--- src/design/wpf_pkg.sv ---
// Shared types, constants and helpers of the weighted parabola fit core.
// Used by wpf_mul, wpf_div and weighted_parabola_fit_core; depends on nothing.
package wpf_pkg;

    localparam int DATA_W         = 32;
    localparam int SUM_W          = 64;
    localparam int OPND_W         = 128;
    localparam int PROD_W         = OPND_W + SUM_W;
    localparam int ACC_W          = 196;
    localparam int OUT_FRAC       = 24;
    localparam int NUM_W          = ACC_W + OUT_FRAC;
    localparam int COEF_W         = 48;
    localparam int MIN_POINTS     = 4;
    localparam int MAX_POINTS_DEF = 1024;
    localparam int FRAC_BITS_DEF  = 16;
    localparam int IN_TDATA_W     = 96;
    localparam int OUT_TDATA_W    = 152;
    localparam int STEP_W         = 5;

    localparam logic [2:0] REG_USE_WEIGHTS = 3'd0;

    typedef enum logic [1:0] {
        FIT_OK       = 2'd0,
        FIT_FEW      = 2'd1,
        FIT_SINGULAR = 2'd2
    } fit_status_t;

    // Operands of the solve: power sums, moment sums and cofactors.
    typedef enum logic [3:0] {
        OP_S0, OP_S1, OP_S2, OP_S3, OP_S4,
        OP_M0, OP_M1, OP_M2,
        OP_C00, OP_C01, OP_C02, OP_C11, OP_C12, OP_C22
    } opnd_t;

    typedef enum logic [3:0] {
        D_NONE, D_C00, D_C01, D_C02, D_C11, D_C12, D_C22, D_DET, D_NUM
    } dest_t;

    typedef struct packed {
        opnd_t xsel;
        opnd_t ysel;
        logic  clear;
        logic  sub;
        dest_t dest;
    } solve_op_t;

    typedef struct packed {
        logic start;
        logic x_wide;
        logic y_wide;
        logic clear;
        logic sub;
    } mul_req_t;

    function automatic logic signed [SUM_W-1:0] sat_add64(
        input logic signed [SUM_W-1:0] a,
        input logic signed [SUM_W-1:0] b
    );
        logic signed [SUM_W:0] s;
        s = {a[SUM_W-1], a} + {b[SUM_W-1], b};
        if (s[SUM_W] != s[SUM_W-1])
        begin
            return s[SUM_W] ? {1'b1, {(SUM_W-1){1'b0}}} : {1'b0, {(SUM_W-1){1'b1}}};
        end
        return s[SUM_W-1:0];
    endfunction

    // Micro-program of the solve: six cofactors, the determinant and the
    // three numerators, each a short chain of multiply-accumulate steps.
    function automatic solve_op_t solve_op(input logic [STEP_W-1:0] step);
        solve_op_t o;
        case (step)
            5'd0:    o = '{OP_S2,  OP_S4, 1'b1, 1'b0, D_NONE};
            5'd1:    o = '{OP_S3,  OP_S3, 1'b0, 1'b1, D_C00};
            5'd2:    o = '{OP_S3,  OP_S2, 1'b1, 1'b0, D_NONE};
            5'd3:    o = '{OP_S1,  OP_S4, 1'b0, 1'b1, D_C01};
            5'd4:    o = '{OP_S1,  OP_S3, 1'b1, 1'b0, D_NONE};
            5'd5:    o = '{OP_S2,  OP_S2, 1'b0, 1'b1, D_C02};
            5'd6:    o = '{OP_S0,  OP_S4, 1'b1, 1'b0, D_NONE};
            5'd7:    o = '{OP_S2,  OP_S2, 1'b0, 1'b1, D_C11};
            5'd8:    o = '{OP_S2,  OP_S1, 1'b1, 1'b0, D_NONE};
            5'd9:    o = '{OP_S3,  OP_S0, 1'b0, 1'b1, D_C12};
            5'd10:   o = '{OP_S0,  OP_S2, 1'b1, 1'b0, D_NONE};
            5'd11:   o = '{OP_S1,  OP_S1, 1'b0, 1'b1, D_C22};
            5'd12:   o = '{OP_C00, OP_S0, 1'b1, 1'b0, D_NONE};
            5'd13:   o = '{OP_C01, OP_S1, 1'b0, 1'b0, D_NONE};
            5'd14:   o = '{OP_C02, OP_S2, 1'b0, 1'b0, D_DET};
            5'd15:   o = '{OP_C00, OP_M0, 1'b1, 1'b0, D_NONE};
            5'd16:   o = '{OP_C01, OP_M1, 1'b0, 1'b0, D_NONE};
            5'd17:   o = '{OP_C02, OP_M2, 1'b0, 1'b0, D_NUM};
            5'd18:   o = '{OP_C01, OP_M0, 1'b1, 1'b0, D_NONE};
            5'd19:   o = '{OP_C11, OP_M1, 1'b0, 1'b0, D_NONE};
            5'd20:   o = '{OP_C12, OP_M2, 1'b0, 1'b0, D_NUM};
            5'd21:   o = '{OP_C02, OP_M0, 1'b1, 1'b0, D_NONE};
            5'd22:   o = '{OP_C12, OP_M1, 1'b0, 1'b0, D_NONE};
            5'd23:   o = '{OP_C22, OP_M2, 1'b0, 1'b0, D_NUM};
            default: o = '{OP_S0,  OP_S0, 1'b1, 1'b0, D_NONE};
        endcase
        return o;
    endfunction

endpackage

--- src/design/wpf_div.sv ---
// Bit-serial restoring divider: round(num / den) half away from zero,
// saturated to a 48-bit signed coefficient. Depends on wpf_pkg.
module wpf_div #(
    parameter int NUM_W = wpf_pkg::NUM_W,
    parameter int DEN_W = wpf_pkg::ACC_W
) (
    input  logic                               clk,
    input  logic                               rst_n,
    input  logic                               start,
    input  logic signed [NUM_W-1:0]            num,
    input  logic signed [DEN_W-1:0]            den,
    output logic                               done,
    output logic [wpf_pkg::COEF_W-1:0]         quot
);
    import wpf_pkg::*;

    localparam int CNT_W = $clog2(NUM_W + 1);
    localparam int QW    = COEF_W + 1;
    localparam logic [QW:0] LIM = (QW+1)'(1) << (COEF_W - 1);

    typedef enum logic [1:0] {D_IDLE, D_RUN, D_FIN} state_t;

    state_t               state_reg, state_next;
    logic [NUM_W-1:0]     na_reg, na_next;
    logic [DEN_W-1:0]     da_reg, da_next;
    logic [DEN_W-1:0]     r_reg, r_next;
    logic [QW-1:0]        q_reg, q_next;
    logic                 ovf_reg, ovf_next;
    logic                 neg_reg, neg_next;
    logic [CNT_W-1:0]     cnt_reg, cnt_next;
    logic [COEF_W-1:0]    quot_reg, quot_next;
    logic                 done_reg, done_next;

    logic [DEN_W:0]       r_sh;
    logic                 ge;
    logic                 rnd;
    logic [QW:0]          qm;

    assign r_sh = {r_reg, na_reg[NUM_W-1]};
    assign ge   = r_sh >= {1'b0, da_reg};
    assign rnd  = {r_reg, 1'b0} >= {1'b0, da_reg};

    always_comb
    begin
        state_next = state_reg;
        na_next    = na_reg;
        da_next    = da_reg;
        r_next     = r_reg;
        q_next     = q_reg;
        ovf_next   = ovf_reg;
        neg_next   = neg_reg;
        cnt_next   = cnt_reg;
        quot_next  = quot_reg;
        done_next  = 1'b0;
        qm         = ovf_reg ? LIM : ({1'b0, q_reg} + (QW+1)'(rnd));
        if (qm > LIM)
        begin
            qm = LIM;
        end
        case (state_reg)
            D_IDLE:
            begin
                if (start)
                begin
                    na_next    = num[NUM_W-1] ? NUM_W'(-num) : NUM_W'(num);
                    da_next    = den[DEN_W-1] ? DEN_W'(-den) : DEN_W'(den);
                    neg_next   = num[NUM_W-1] ^ den[DEN_W-1];
                    r_next     = '0;
                    q_next     = '0;
                    ovf_next   = 1'b0;
                    cnt_next   = CNT_W'(NUM_W);
                    state_next = D_RUN;
                end
            end
            D_RUN:
            begin
                r_next   = ge ? DEN_W'(r_sh - {1'b0, da_reg}) : DEN_W'(r_sh);
                // Any quotient bit beyond the kept width means saturation.
                ovf_next = ovf_reg | q_reg[QW-1];
                q_next   = {q_reg[QW-2:0], ge};
                na_next  = {na_reg[NUM_W-2:0], 1'b0};
                cnt_next = cnt_reg - CNT_W'(1);
                if (cnt_reg == CNT_W'(1))
                begin
                    state_next = D_FIN;
                end
            end
            D_FIN:
            begin
                if (neg_reg)
                begin
                    quot_next = COEF_W'((QW+1)'(0) - qm);
                end
                else if (qm > LIM - (QW+1)'(1))
                begin
                    quot_next = COEF_W'(LIM - (QW+1)'(1));
                end
                else
                begin
                    quot_next = COEF_W'(qm);
                end
                done_next  = 1'b1;
                state_next = D_IDLE;
            end
            default:
            begin
                state_next = D_IDLE;
            end
        endcase
    end

    always_ff @(posedge clk or negedge rst_n)
    begin
        if (!rst_n)
        begin
            state_reg <= D_IDLE;
            done_reg  <= 1'b0;
        end
        else
        begin
            state_reg <= state_next;
            done_reg  <= done_next;
        end
    end

    always_ff @(posedge clk)
    begin
        na_reg   <= na_next;
        da_reg   <= da_next;
        r_reg    <= r_next;
        q_reg    <= q_next;
        ovf_reg  <= ovf_next;
        neg_reg  <= neg_next;
        cnt_reg  <= cnt_next;
        quot_reg <= quot_next;
    end

    assign done = done_reg;
    assign quot = quot_reg;

endmodule
--- config.mk ---
export PLATFORM = sky130hd
export DESIGN_NAME = wpf_div
export DESIGN_NICKNAME = d
export VERILOG_FILES = /design/src/design/wpf_pkg.sv /design/src/design/wpf_div.sv
export SDC_FILE = /design/constraint.sdc
export NUM_CORES = 2
export LEC_CHECK = 0
export BUFFER_PORTS_ARGS = -buffer_cell sky130_fd_sc_hd__buf_4
export CAP_MARGIN = 40
export CORE_UTILIZATION = 30
export CTS_BUF_LIST = sky130_fd_sc_hd__clkbuf_4
export DETAILED_ROUTE_END_ITERATION = 16
export PLACE_DENSITY_LB_ADDON = 0.1
export SYNTH_ARGS = -nofsm -noshare
export SYNTH_HDL_FRONTEND = slang
export SYNTH_SLANG_ARGS = --single-unit
--- constraint.sdc ---
create_clock -name clk -period 38.3 [get_ports clk]
set_input_delay 5.745 -clock clk [delete_from_list [all_inputs] [get_ports clk]]
set_output_delay 5.745 -clock clk [all_outputs]
set_load 0.01 [all_outputs]
==> impl_metrics.csv <==
group,metric,value,unit
cells_and_area,nFillCells,19100,
yosys,synthesis.nets,7054,
yosys,yosys.area_share.adder,4.68,%
die,start_util,30.2,%
timing,skew,0.111,ns
timing,period_needed,10.05,ns
yosys,synth_area_leaders,"edfxtp_1 (39%), nand2_1 (6.6%), a21oi_1 (5.3%)",
placed_design,io_buffers,467,
yosys,synthCells,6431,
timing,worstMarginPinSlew,1.02,ns
cells_and_area,stdcell_count,9439,
global_routing,grt_max_degree,164,
critical_path,crit_top_cell,"or3_1",
placed_design,dp_cells,9027,
cells_and_area,nets,7505,
clock_network,tritoncts,"done",
clock_network,clockBufferDepth,3,
routing,wl_met3,11900,microns
worst_hold_path,holdCritPathClass,"register to register",
yosys,netlist-cell-type-count,88,
pwr,p_per_area,72.9,mW/mm^2
die,rows,156,
clock_network,hold_buffers,0,
yosys,synthSimpleGateAreaFrac,21.6,%
placed_design,dpl_cell_area,0.0609,sq mm
critical_path,end_kind,"register",
routing,drt_pass1_iterations,6,
routing,drtIter0Drc,4348,
critical_path,crit_buf_inv,1,
routing,wirelength,217000,microns
global_routing,grt_pass1_vias,49600,
critical_path,slowest_stage,"nor4_1",
routing,met1_length,97300,microns
yosys,syn_area,0.0547,sq mm
clock_network,clkLatencyLatePin,1.30,ns
yosys,syn_avg_cell_area,8.50,sq um
routing,dr_wl_met2,100000,microns
critical_path,crit_chain,"buf_4, or4_1, or4b_1, or3_1, nand2b_1, nand4b_4, nor3_2, nand4_1, or2_1, or3_1, nor4_1, nand2_1, o31ai_1, xnor2_1",
global_routing,grt_pass1_wl,321000,microns
timing,relSlewSlack,31.9,%
clock_network,htreeDepth,4,
yosys,synth_compound_area_share,19.4,%
worst_hold_path,holdPathEnd,"na_reg[191]",
yosys,synth-seq-cells,722,
critical_path,timing.rr.end,"quot[46]",
timing,finalCritPeriodShare,26.2,%
clock_network,cts_sinks,722,
clock_network,cts_buffers,221,
cells_and_area,final_area,0.0637,sq mm
run_status,status,"finished clean",
routing,num_vias,51200,
placed_design,place_congestion,0.939,
yosys,synthArstFlopShare,0.416,%
clock_network,postCtsSetupBuffers,0,
routing,top_layer,"met5",
critical_path,rr_worst_depth,31,
pwr,vdd_drop_max,0.0000331,V
yosys,synth_edf_count,719,
placed_design,hpwlAfterDp,169000,microns
cells_and_area,multi_input_area,0.0308,sq mm
die,io_pins,468,
clock_network,post_cts_resized,0,
clock_network,clkTransAtPathRegs,0.07,ns
timing,tns,0,ns
yosys,synth-xor-area-share,10.3,%
timing,setup_viol,0,
pwr,power.leakage,24.1,nW
yosys,synth.top_cell.area_share,39.5,%
worst_hold_path,hold_path.startpoint,"na_reg[190]",
routing,postRouteAntennaNets,0,
timing,hold_violations,0,
die,die_x,429,microns
die,fp.dieArea,0.184,sq mm
yosys,ys_warn_count,0,
job,drv_cap,0,
critical_path,timing.rr.start,"r_reg[155]",
timing,slew_violations,0,
yosys,synthMuxAreaShare,0.224,%
yosys,ys_seq_area_share,39.6,%
clock_network,clockRootBuffer,"clkbuf_4",
routing,viasPerCell,5.42,
critical_path,critPathMaxFanout,11,
critical_path,start_kind,"input port",
critical_path,reg2reg_slack,28.31,ns
critical_path,path_delay_family,"simple AND/OR/NAND/NOR gates",
timing,fmax,0.0995,GHz
critical_path,arrival,11.07,ns
worst_hold_path,holdPathStages,2,
cells_and_area,fin_util,35.2,%
yosys,ys.flop_type,"edfxtp_1",
global_routing,antenna_found_initial,17,
die,core_area,0.181,sq mm
global_routing,grtUsageTotal,22.9,%
cells_and_area,regArea,0.0217,sq mm
pwr,p_total,0.00464,W
critical_path,crit_type,"input port to register",
cells_and_area,largest_reg_flops,220,
timing,grt_setup_unrepaired,"no",
routing,route.detailed.drc,0,
global_routing,grt_overflow,0,
cells_and_area,final_layout_size_suffix_gt1_share,13.8,%
critical_path,cp.required,39.32,ns
cells_and_area,syn_to_final_growth,16.5,%
yosys,synth_top_family_by_area,"simple AND/OR/NAND/NOR gates",
die,dieHeight,429,microns
critical_path,max_stage_delay,0.70,ns
yosys,yosysTopAreaCell,"edfxtp_1",
routing,routedWlPerCell,23.0,microns
==> stage by stage <==
step           hold slack, ns  setup slack [ns]
3_3_place_gp            0.501             27.14
5_1_grt                 0.534             27.55
6_report                0.485             28.25
4_1_cts                 0.473             28.44
2_1_floorplan           0.496             11.42
3_5_place_dp            0.508             27.06
==> where the power goes <==
part	switching [W]	internal, W	leakage, nW
clock network	0.000386	0.000385	1.61
logic	0.00156	0.000866	15.1
registers	0.000148	0.00129	7.41
==> logic make-up after synthesis <==
family,Yosys count
AND/OR/NAND/NOR,2460
AO/OA/AOI/OAI,1774
flip-flops,722
XOR/XNOR,642
buffers and inverters,617
adder cells (fa/ha/maj),204
multiplexers,12
==> worst max-delay path by stage <==
stage	startpoint	endpoint	slack [ns]	cells past startpoint
final	den[23]	da_reg[169]	28.25	14
after global routing	da_reg[172]	quot[46]	27.55	34
after CTS	da_reg[183]	quot[46]	28.44	32
after detailed placement	den[23]	da_reg[169]	27.06	14
after global placement	den[23]	da_reg[169]	27.14	14
after floorplan	start	cnt_reg[0]	11.42	2
==> worst register-to-register path, delay by kind of cell, from the launching register on <==
family / cells / cell delay, ns
compound gates: 8 / 2.26
flops: 1 / 0.44
buf+inv: 3 / 0.47
simple gates: 17 / 5.62
fa+ha+maj: 3 / 1.04
==> synthesized netlist by cell type, types with 10 or more instances <==
cell      count
a21boi_0     24
inv_1       296
clkbuf_1    304
mux2i_1      10
and2_1       62
nand3_1     129
o211ai_1     22
nor2_1      452
ha_1        203
a21oi_1     584
nor3_1      177
nor3b_1      15
or4_1        75
o31ai_1     122
a211oi_1     56
xor2_1      310
or3_1       122
a221oi_1     10
a21o_1       74
nor2b_1      32
edfxtp_1    719
nor4_1      103
nand2_1     965
nand3b_1     18
and3_1       36
xnor2_1     332
o41ai_1      62
nand4_1     132
a31oi_1      35
o21a_1       32
buf_1        14
o21bai_1     68
nand2b_1     49
o21ai_0     577
or2_2        39
==> final cells by class <==
class	count	area share, %
multi-input cells	5092	48.3
flip-flops and latches	722	34.0
repair buffers	548	6.87
well taps	2370	4.66
clock buffers	317	3.74
inverters	297	1.75
clock inverters	75	0.568
diodes	18	0.0708
==> cells in the final DEF (no fill, tap or decap), types with 30 or more instances in the layout <==
cell / count
nand2_1: 964
edfxtp_1: 719
a21oi_1: 584
o21ai_0: 577
buf_4: 518
nor2_1: 450
xnor2_1: 332
clkbuf_4: 317
xor2_1: 310
inv_1: 296
ha_1: 203
nor3_1: 176
nand4_1: 132
nand3_1: 129
or3_1: 122
o31ai_1: 122
nor4_1: 101
or4_1: 75
a21o_1: 74
o21bai_1: 68
and2_1: 62
o41ai_1: 62
a211oi_1: 56
clkinv_1: 54
nand2b_1: 48
or2_2: 39
and3_1: 36
a31oi_1: 34
o21a_1: 32
nor2b_1: 30
==> per-layer routing <==
metal,vias to the layer above,global-route usage (%)
met1,24700,30.8
met5,-,0
met4,8,8.45
met2,1655,37.0
met3,312,3.57
li1,24500,-
No activity file was read; power rests on OpenSTA's default activity.
