`src/design/wpf_pkg.sv`:
```
// Shared types, constants and helpers of the weighted parabola fit core.
// Used by wpf_mul, wpf_div and weighted_parabola_fit_core; depends on nothing.
package wpf_pkg;

    localparam int DATA_W         = 32;
    localparam int SUM_W          = 64;
    localparam int OPND_W         = 128;
    localparam int PROD_W         = OPND_W + SUM_W;
    localparam int ACC_W          = 196;
    localparam int OUT_FRAC       = 24;
    localparam int NUM_W          = ACC_W + OUT_FRAC;
    localparam int COEF_W         = 48;
    localparam int MIN_POINTS     = 4;
    localparam int MAX_POINTS_DEF = 1024;
    localparam int FRAC_BITS_DEF  = 16;
    localparam int IN_TDATA_W     = 96;
    localparam int OUT_TDATA_W    = 152;
    localparam int STEP_W         = 5;

    localparam logic [2:0] REG_USE_WEIGHTS = 3'd0;

    typedef enum logic [1:0] {
        FIT_OK       = 2'd0,
        FIT_FEW      = 2'd1,
        FIT_SINGULAR = 2'd2
    } fit_status_t;

    // Operands of the solve: power sums, moment sums and cofactors.
    typedef enum logic [3:0] {
        OP_S0, OP_S1, OP_S2, OP_S3, OP_S4,
        OP_M0, OP_M1, OP_M2,
        OP_C00, OP_C01, OP_C02, OP_C11, OP_C12, OP_C22
    } opnd_t;

    typedef enum logic [3:0] {
        D_NONE, D_C00, D_C01, D_C02, D_C11, D_C12, D_C22, D_DET, D_NUM
    } dest_t;

    typedef struct packed {
        opnd_t xsel;
        opnd_t ysel;
        logic  clear;
        logic  sub;
        dest_t dest;
    } solve_op_t;

    typedef struct packed {
        logic start;
        logic x_wide;
        logic y_wide;
        logic clear;
        logic sub;
    } mul_req_t;

    function automatic logic signed [SUM_W-1:0] sat_add64(
        input logic signed [SUM_W-1:0] a,
        input logic signed [SUM_W-1:0] b
    );
        logic signed [SUM_W:0] s;
        s = {a[SUM_W-1], a} + {b[SUM_W-1], b};
        if (s[SUM_W] != s[SUM_W-1])
        begin
            return s[SUM_W] ? {1'b1, {(SUM_W-1){1'b0}}} : {1'b0, {(SUM_W-1){1'b1}}};
        end
        return s[SUM_W-1:0];
    endfunction

    // Micro-program of the solve: six cofactors, the determinant and the
    // three numerators, each a short chain of multiply-accumulate steps.
    function automatic solve_op_t solve_op(input logic [STEP_W-1:0] step);
        solve_op_t o;
        case (step)
            5'd0:    o = '{OP_S2,  OP_S4, 1'b1, 1'b0, D_NONE};
            5'd1:    o = '{OP_S3,  OP_S3, 1'b0, 1'b1, D_C00};
            5'd2:    o = '{OP_S3,  OP_S2, 1'b1, 1'b0, D_NONE};
            5'd3:    o = '{OP_S1,  OP_S4, 1'b0, 1'b1, D_C01};
            5'd4:    o = '{OP_S1,  OP_S3, 1'b1, 1'b0, D_NONE};
            5'd5:    o = '{OP_S2,  OP_S2, 1'b0, 1'b1, D_C02};
            5'd6:    o = '{OP_S0,  OP_S4, 1'b1, 1'b0, D_NONE};
            5'd7:    o = '{OP_S2,  OP_S2, 1'b0, 1'b1, D_C11};
            5'd8:    o = '{OP_S2,  OP_S1, 1'b1, 1'b0, D_NONE};
            5'd9:    o = '{OP_S3,  OP_S0, 1'b0, 1'b1, D_C12};
            5'd10:   o = '{OP_S0,  OP_S2, 1'b1, 1'b0, D_NONE};
            5'd11:   o = '{OP_S1,  OP_S1, 1'b0, 1'b1, D_C22};
            5'd12:   o = '{OP_C00, OP_S0, 1'b1, 1'b0, D_NONE};
            5'd13:   o = '{OP_C01, OP_S1, 1'b0, 1'b0, D_NONE};
            5'd14:   o = '{OP_C02, OP_S2, 1'b0, 1'b0, D_DET};
            5'd15:   o = '{OP_C00, OP_M0, 1'b1, 1'b0, D_NONE};
            5'd16:   o = '{OP_C01, OP_M1, 1'b0, 1'b0, D_NONE};
            5'd17:   o = '{OP_C02, OP_M2, 1'b0, 1'b0, D_NUM};
            5'd18:   o = '{OP_C01, OP_M0, 1'b1, 1'b0, D_NONE};
            5'd19:   o = '{OP_C11, OP_M1, 1'b0, 1'b0, D_NONE};
            5'd20:   o = '{OP_C12, OP_M2, 1'b0, 1'b0, D_NUM};
            5'd21:   o = '{OP_C02, OP_M0, 1'b1, 1'b0, D_NONE};
            5'd22:   o = '{OP_C12, OP_M1, 1'b0, 1'b0, D_NONE};
            5'd23:   o = '{OP_C22, OP_M2, 1'b0, 1'b0, D_NUM};
            default: o = '{OP_S0,  OP_S0, 1'b1, 1'b0, D_NONE};
        endcase
        return o;
    endfunction

endpackage

```
`src/design/wpf_mul.sv`:
```
// Shared multiply-accumulate unit: a 128 x 64 bit signed product built from
// 32 x 32 bit partial products, added to or subtracted from an accumulator.
// Depends on wpf_pkg.
module wpf_mul (
    input  logic                                clk,
    input  logic                                rst_n,
    input  wpf_pkg::mul_req_t                   req,
    input  logic signed [wpf_pkg::OPND_W-1:0]   x,
    input  logic signed [wpf_pkg::SUM_W-1:0]    y,
    output logic                                done,
    output logic signed [wpf_pkg::ACC_W-1:0]    acc
);
    import wpf_pkg::*;

    typedef enum logic [1:0] {M_IDLE, M_MUL, M_ADD, M_FIN} state_t;

    state_t                    state_reg, state_next;
    logic [OPND_W-1:0]         xm_reg, xm_next;
    logic [SUM_W-1:0]          ym_reg, ym_next;
    logic [1:0]                i_reg, i_next;
    logic                      j_reg, j_next;
    logic [1:0]                ilast_reg, ilast_next;
    logic                      jlast_reg, jlast_next;
    logic                      clear_reg, clear_next;
    logic                      neg_reg, neg_next;
    logic [2*DATA_W-1:0]       pp_reg, pp_next;
    logic [2:0]                off_reg, off_next;
    logic [PROD_W-1:0]         prod_reg, prod_next;
    logic signed [ACC_W-1:0]   acc_reg, acc_next;
    logic                      done_reg, done_next;

    logic [DATA_W-1:0]         xlimb;
    logic [DATA_W-1:0]         ylimb;
    logic [PROD_W-1:0]         pp_shift;
    logic signed [ACC_W-1:0]   base;
    logic signed [ACC_W-1:0]   prod_ext;

    assign xlimb    = xm_reg[i_reg*DATA_W +: DATA_W];
    assign ylimb    = ym_reg[j_reg*DATA_W +: DATA_W];
    assign pp_shift = {{(PROD_W-2*DATA_W){1'b0}}, pp_reg} << {off_reg, 5'b0};
    assign base     = clear_reg ? '0 : acc_reg;
    assign prod_ext = {{(ACC_W-PROD_W){1'b0}}, prod_reg};

    always_comb
    begin
        state_next = state_reg;
        xm_next    = xm_reg;
        ym_next    = ym_reg;
        i_next     = i_reg;
        j_next     = j_reg;
        ilast_next = ilast_reg;
        jlast_next = jlast_reg;
        clear_next = clear_reg;
        neg_next   = neg_reg;
        pp_next    = pp_reg;
        off_next   = off_reg;
        prod_next  = prod_reg;
        acc_next   = acc_reg;
        done_next  = 1'b0;
        case (state_reg)
            M_IDLE:
            begin
                if (req.start)
                begin
                    // Work on magnitudes; the sign is applied when accumulating.
                    xm_next    = x[OPND_W-1] ? OPND_W'(-x) : OPND_W'(x);
                    ym_next    = y[SUM_W-1] ? SUM_W'(-y) : SUM_W'(y);
                    neg_next   = x[OPND_W-1] ^ y[SUM_W-1] ^ req.sub;
                    clear_next = req.clear;
                    ilast_next = req.x_wide ? 2'd3 : 2'd1;
                    jlast_next = req.y_wide;
                    i_next     = 2'd0;
                    j_next     = 1'b0;
                    prod_next  = '0;
                    state_next = M_MUL;
                end
            end
            M_MUL:
            begin
                pp_next    = xlimb * ylimb;
                off_next   = 3'(i_reg) + 3'(j_reg);
                state_next = M_ADD;
            end
            M_ADD:
            begin
                prod_next = prod_reg + pp_shift;
                if (i_reg == ilast_reg)
                begin
                    i_next = 2'd0;
                    if (j_reg == jlast_reg)
                    begin
                        state_next = M_FIN;
                    end
                    else
                    begin
                        j_next     = 1'b1;
                        state_next = M_MUL;
                    end
                end
                else
                begin
                    i_next     = i_reg + 2'd1;
                    state_next = M_MUL;
                end
            end
            M_FIN:
            begin
                acc_next   = neg_reg ? base - prod_ext : base + prod_ext;
                done_next  = 1'b1;
                state_next = M_IDLE;
            end
            default:
            begin
                state_next = M_IDLE;
            end
        endcase
    end

    always_ff @(posedge clk or negedge rst_n)
    begin
        if (!rst_n)
        begin
            state_reg <= M_IDLE;
            done_reg  <= 1'b0;
        end
        else
        begin
            state_reg <= state_next;
            done_reg  <= done_next;
        end
    end

    always_ff @(posedge clk)
    begin
        xm_reg    <= xm_next;
        ym_reg    <= ym_next;
        i_reg     <= i_next;
        j_reg     <= j_next;
        ilast_reg <= ilast_next;
        jlast_reg <= jlast_next;
        clear_reg <= clear_next;
        neg_reg   <= neg_next;
        pp_reg    <= pp_next;
        off_reg   <= off_next;
        prod_reg  <= prod_next;
        acc_reg   <= acc_next;
    end

    assign done = done_reg;
    assign acc  = acc_reg;

endmodule

```
`config.mk`:
```
export PLATFORM = sky130hd
export DESIGN_NAME = wpf_mul
export DESIGN_NICKNAME = d
export VERILOG_FILES = /design/src/design/wpf_pkg.sv /design/src/design/wpf_mul.sv
export SDC_FILE = /design/constraint.sdc
export NUM_CORES = 2
export LEC_CHECK = 0
export BUFFER_PORTS_ARGS = -buffer_cell sky130_fd_sc_hd__buf_4
export CORE_MARGIN = 5
export CORE_UTILIZATION = 45
export DETAILED_ROUTE_END_ITERATION = 8
export PLACE_DENSITY_LB_ADDON = 0.25
export SLEW_MARGIN = 0
export SYNTH_ARGS = -nofsm -noshare
export SYNTH_HDL_FRONTEND = slang
export SYNTH_SLANG_ARGS = --single-unit
```
`constraint.sdc`:
```
create_clock -name clk -period 37.5 [get_ports clk]
set_input_delay 7.5 -clock clk [delete_from_list [all_inputs] [get_ports clk]]
set_output_delay 7.5 -clock clk [all_outputs]
set_load 0.05 [all_outputs]
```
==> qor.json <==
{
  "run_status": "finished, final reports clean",
  "yosysSeqAreaShare_pct": 20.84,
  "setup.reg_to_reg.worst_slack_ns": 26.10,
  "setup_viol": 0,
  "netlist_top_cells_count": "1493 x sky130_fd_sc_hd__nor2_1, 1189 x sky130_fd_sc_hd__nand2_1, 1117 x sky130_fd_sc_hd__inv_1, 898 x sky130_fd_sc_hd__fa_1, 876 x sky130_fd_sc_hd__a21oi_1",
  "worstSetupEndpoint": "xm_reg[125]",
  "drt-total-wl_um": 391200,
  "htree_levels": 3,
  "syn-mean-instance-area_um2": 8.308,
  "dp_hpwl_um": 318900,
  "num_io_pins": 396,
  "final.setup_skew_ns": 0.06128,
  "achievable-frequency_mhz": 80.23,
  "drt-initial-drc-count": 9606,
  "core_mm2": 0.2094,
  "synth_async_sr_flop_share_pct": 0.4566,
  "critical_path_source": "x[29]",
  "slowest_stage": "sky130_fd_sc_hd__nor4_1",
  "grt_usage_pct": 34.79,
  "cts.sinks": 657,
  "cts-root-to-sink-buffers": 3,
  "post-route-min-period_ns": 12.46,
  "critical_path_cell_count": 12,
  "tritoncts.num_buffers": 88,
  "first_global_vias": 87340,
  "post-route-cell-area_mm2": 0.1037,
  "critPathMostFrequentCell": "sky130_fd_sc_hd__nor4_1",
  "timing.critical_path.from_type": "input pin",
  "synth_area_leaders": "sky130_fd_sc_hd__edfxtp_1 21%, sky130_fd_sc_hd__fa_1 19%, sky130_fd_sc_hd__ha_1 8.6%, sky130_fd_sc_hd__nor2_1 5.9%, sky130_fd_sc_hd__xnor2_1 5.8%",
  "fp.dieArea_mm2": 0.2195,
  "gr-total-overflow": 0,
  "die_height_um": 468.5,
  "timing.final.hold_violations": 0,
  "grt_max_degree": 139,
  "worst-endpoint-required_ns": 38.02,
  "timing.critical_path.max_delay_family": "simple AND/OR/NAND/NOR gates",
  "final_min_period_over_clock_period_pct": 33.24,
  "drc": 0,
  "critPathArrivalTime_ns": 12.98,
  "dr.pass1.iters": 8,
  "path_clk_slew_ns": 0.06,
  "worstSetupPathType": "in2reg",
  "globalplace.congestion": 1.050,
  "postCtsSetupRepairBufs": 0,
  "worstPathBufferInverterCount": 1,
  "crit_fanout": 9,
  "grt_antenna_before_repair": 5,
  "grt_pass1_wl_um": 571300,
  "cts_tree": "yes",
  "final_layout_size_suffix_gt1_share_pct": 7.780,
  "area.growth.synth_to_final_pct": 9.589,
  "slew-limit-headroom_pct": 13.82,
  "initial_utilization_pct": 45.19,
  "cap_viol_max_count": 0,
  "number_of_flip_flops_in_the_largest_register": 196,
  "yosys.cell_types.count": 76,
  "buffer_ports.inserted": 395,
  "wl_per_cell_um": 27.26,
  "detailroute.via_count": 87880,
  "setup.worst_path.end_class": "flip-flop",
  "hold_class": "reg2reg",
  "crit-reg2reg-capture": "pp_reg[60]",
  "rsz_0062_raised_after_global_routing": "false",
  "rows": 168,
  "cpPeakStageDelay_ns": 0.79,
  "synth-seq-cells": 657,
  "synthesis.area_mm2": 0.09461,
  "post_cts.resized_instances": 0,
  "mappedNetlistNets": 13140,
  "clockRootBuffer": "sky130_fd_sc_hd__clkbuf_16",
  "synth.top_cell.area_share_pct": 20.76,
  "routed_via_density": 6.124,
  "path_cells": "buf_4, or4_1, nor4_1, and3_1, nand3_1, nor4_1, nand3_1, nor4_1, nand4_1, or4_1, o21ai_0, xnor2_1",
  "post-synth-top-count-cell": "sky130_fd_sc_hd__nor2_1",
  "ff2ff_path_depth": 30,
  "place_area_mm2": 0.1005,
  "number_of_synthesized_flops_with_an_enable_pin": 654,
  "reg2reg_from": "i_reg[1]",
  "finalNetCount": 13220,
  "tightest_slew_ns": 1.276,
  "clock_insertion_delay_worst_skew_ns": 0.78,
  "synth_area_leader_cell": "sky130_fd_sc_hd__edfxtp_1",
  "final.setup.tns_ns": 0,
  "postRouteAntennaNets": 0,
  "yosys_warnings": 0,
  "finalMaxSlewViolations": 0,
  "synthCells": 11390,
  "ctsHoldBuffers": 0,
  "hold_path_depth": 1,
  "die_w_um": 468.5,
  "synth-main-ff-cell": "sky130_fd_sc_hd__edfxtp_1"
}
-- worst register-to-register path: cells and delay by family (launching register included) --
family          cells  cell delay [ns]
mux                 1             0.35
simple gates        6             1.51
fa+ha+maj           9             4.34
compound gates      7             3.03
flops               1             0.62
xor+xnor            1             0.15
buf+inv             6             1.10
-- cell type report --
| cell class | instances | area (µm²) |
|---|---|---|
| tap | 2805 | 3510 |
| timing repair buffer | 552 | 4169 |
| clock inverter | 59 | 915.9 |
| sequential | 657 | 19710 |
| clock buffer | 100 | 2247 |
| multi-input combinational | 9057 | 68930 |
| fill | 20210 | 105700 |
| inverter | 1117 | 4193 |
| antenna | 4 | 10.01 |
-- cell families after synthesis --
logic type               after synthesis  share of synthesized area, %
AO/OA/AOI/OAI                       2498                         16.17
XOR/XNOR                             805                         7.452
adder cells (fa/ha/maj)             1552                         27.65
buffers and inverters               1674                         6.644
flip-flops                           657                         20.84
multiplexers                         163                         1.821
AND/OR/NAND/NOR                     4039                         19.42
-- layer usage --
layer  share of wire (%)  global-route usage (%)  up-vias  wire length [µm]
met5               0.016                       0        -                61
met4                 6.9                   19.68        8             27120
met3                 8.7                   5.878     1075             33920
met2                  44                   55.08     4598            173800
met1                  40                   45.28    43090            156400
li1                    -                       -    39110                 -
-- worst min path at each step --
stage | to | start
2_1_floorplan | state_reg[0] | state_reg[0]
3_3_place_gp | state_reg[0] | state_reg[0]
3_5_place_dp | state_reg[0] | state_reg[0]
4_1_cts | state_reg[0] | state_reg[0]
5_1_grt | state_reg[0] | state_reg[0]
6_report | state_reg[0] | state_reg[0]
-- per-stage QoR --
stage	hold slack [ns]	util (%)	std cells	setup WS, ns
after detailed placement	0.6241	48.01	14190	24.57
after CTS	0.6437	49.52	14350	25.35
final	0.6452	49.52	14350	25.04
after floorplan	0.4878	-	11390	15.01
after global routing	0.6717	49.52	14350	24.74
after global placement	0.6254	48.01	14190	24.66
-- cells in the final DEF, fill, tap and decap left out, types with 24 or more instances in the layout --
| cell type | instances |
|---|---|
| sky130_fd_sc_hd__ha_1 | 654 |
| sky130_fd_sc_hd__mux2_2 | 63 |
| sky130_fd_sc_hd__a21oi_1 | 876 |
| sky130_fd_sc_hd__mux2i_1 | 59 |
| sky130_fd_sc_hd__nor2b_1 | 230 |
| sky130_fd_sc_hd__a221oi_1 | 24 |
| sky130_fd_sc_hd__nand2b_1 | 57 |
| sky130_fd_sc_hd__o31ai_1 | 94 |
| sky130_fd_sc_hd__a22o_1 | 32 |
| sky130_fd_sc_hd__nor3_1 | 228 |
| sky130_fd_sc_hd__fa_1 | 898 |
| sky130_fd_sc_hd__or2_2 | 52 |
| sky130_fd_sc_hd__or4_1 | 49 |
| sky130_fd_sc_hd__or3_1 | 71 |
| sky130_fd_sc_hd__o41ai_1 | 42 |
| sky130_fd_sc_hd__and4_1 | 24 |
| sky130_fd_sc_hd__xnor2_1 | 630 |
| sky130_fd_sc_hd__nand4_1 | 264 |
| sky130_fd_sc_hd__mux2i_2 | 34 |
| sky130_fd_sc_hd__o21bai_1 | 171 |
| sky130_fd_sc_hd__a31oi_1 | 79 |
| sky130_fd_sc_hd__inv_1 | 1117 |
| sky130_fd_sc_hd__nand3_1 | 110 |
| sky130_fd_sc_hd__a21o_1 | 227 |
| sky130_fd_sc_hd__a22oi_1 | 35 |
| sky130_fd_sc_hd__o211ai_1 | 27 |
| sky130_fd_sc_hd__o21a_1 | 97 |
| sky130_fd_sc_hd__nor4_1 | 100 |
| sky130_fd_sc_hd__buf_4 | 550 |
| sky130_fd_sc_hd__edfxtp_1 | 654 |
| sky130_fd_sc_hd__xor2_1 | 175 |
| sky130_fd_sc_hd__clkbuf_16 | 88 |
| sky130_fd_sc_hd__and2_1 | 78 |
| sky130_fd_sc_hd__and3_1 | 37 |
| sky130_fd_sc_hd__nor2_1 | 1489 |
| sky130_fd_sc_hd__a21boi_0 | 47 |
| sky130_fd_sc_hd__o21ai_0 | 559 |
| sky130_fd_sc_hd__nand2_1 | 1189 |
| sky130_fd_sc_hd__a211oi_1 | 27 |
Power is left out: the tool's default activity adds up to more than one toggle a clock period on the data nets, which glitch-free logic cannot reach.
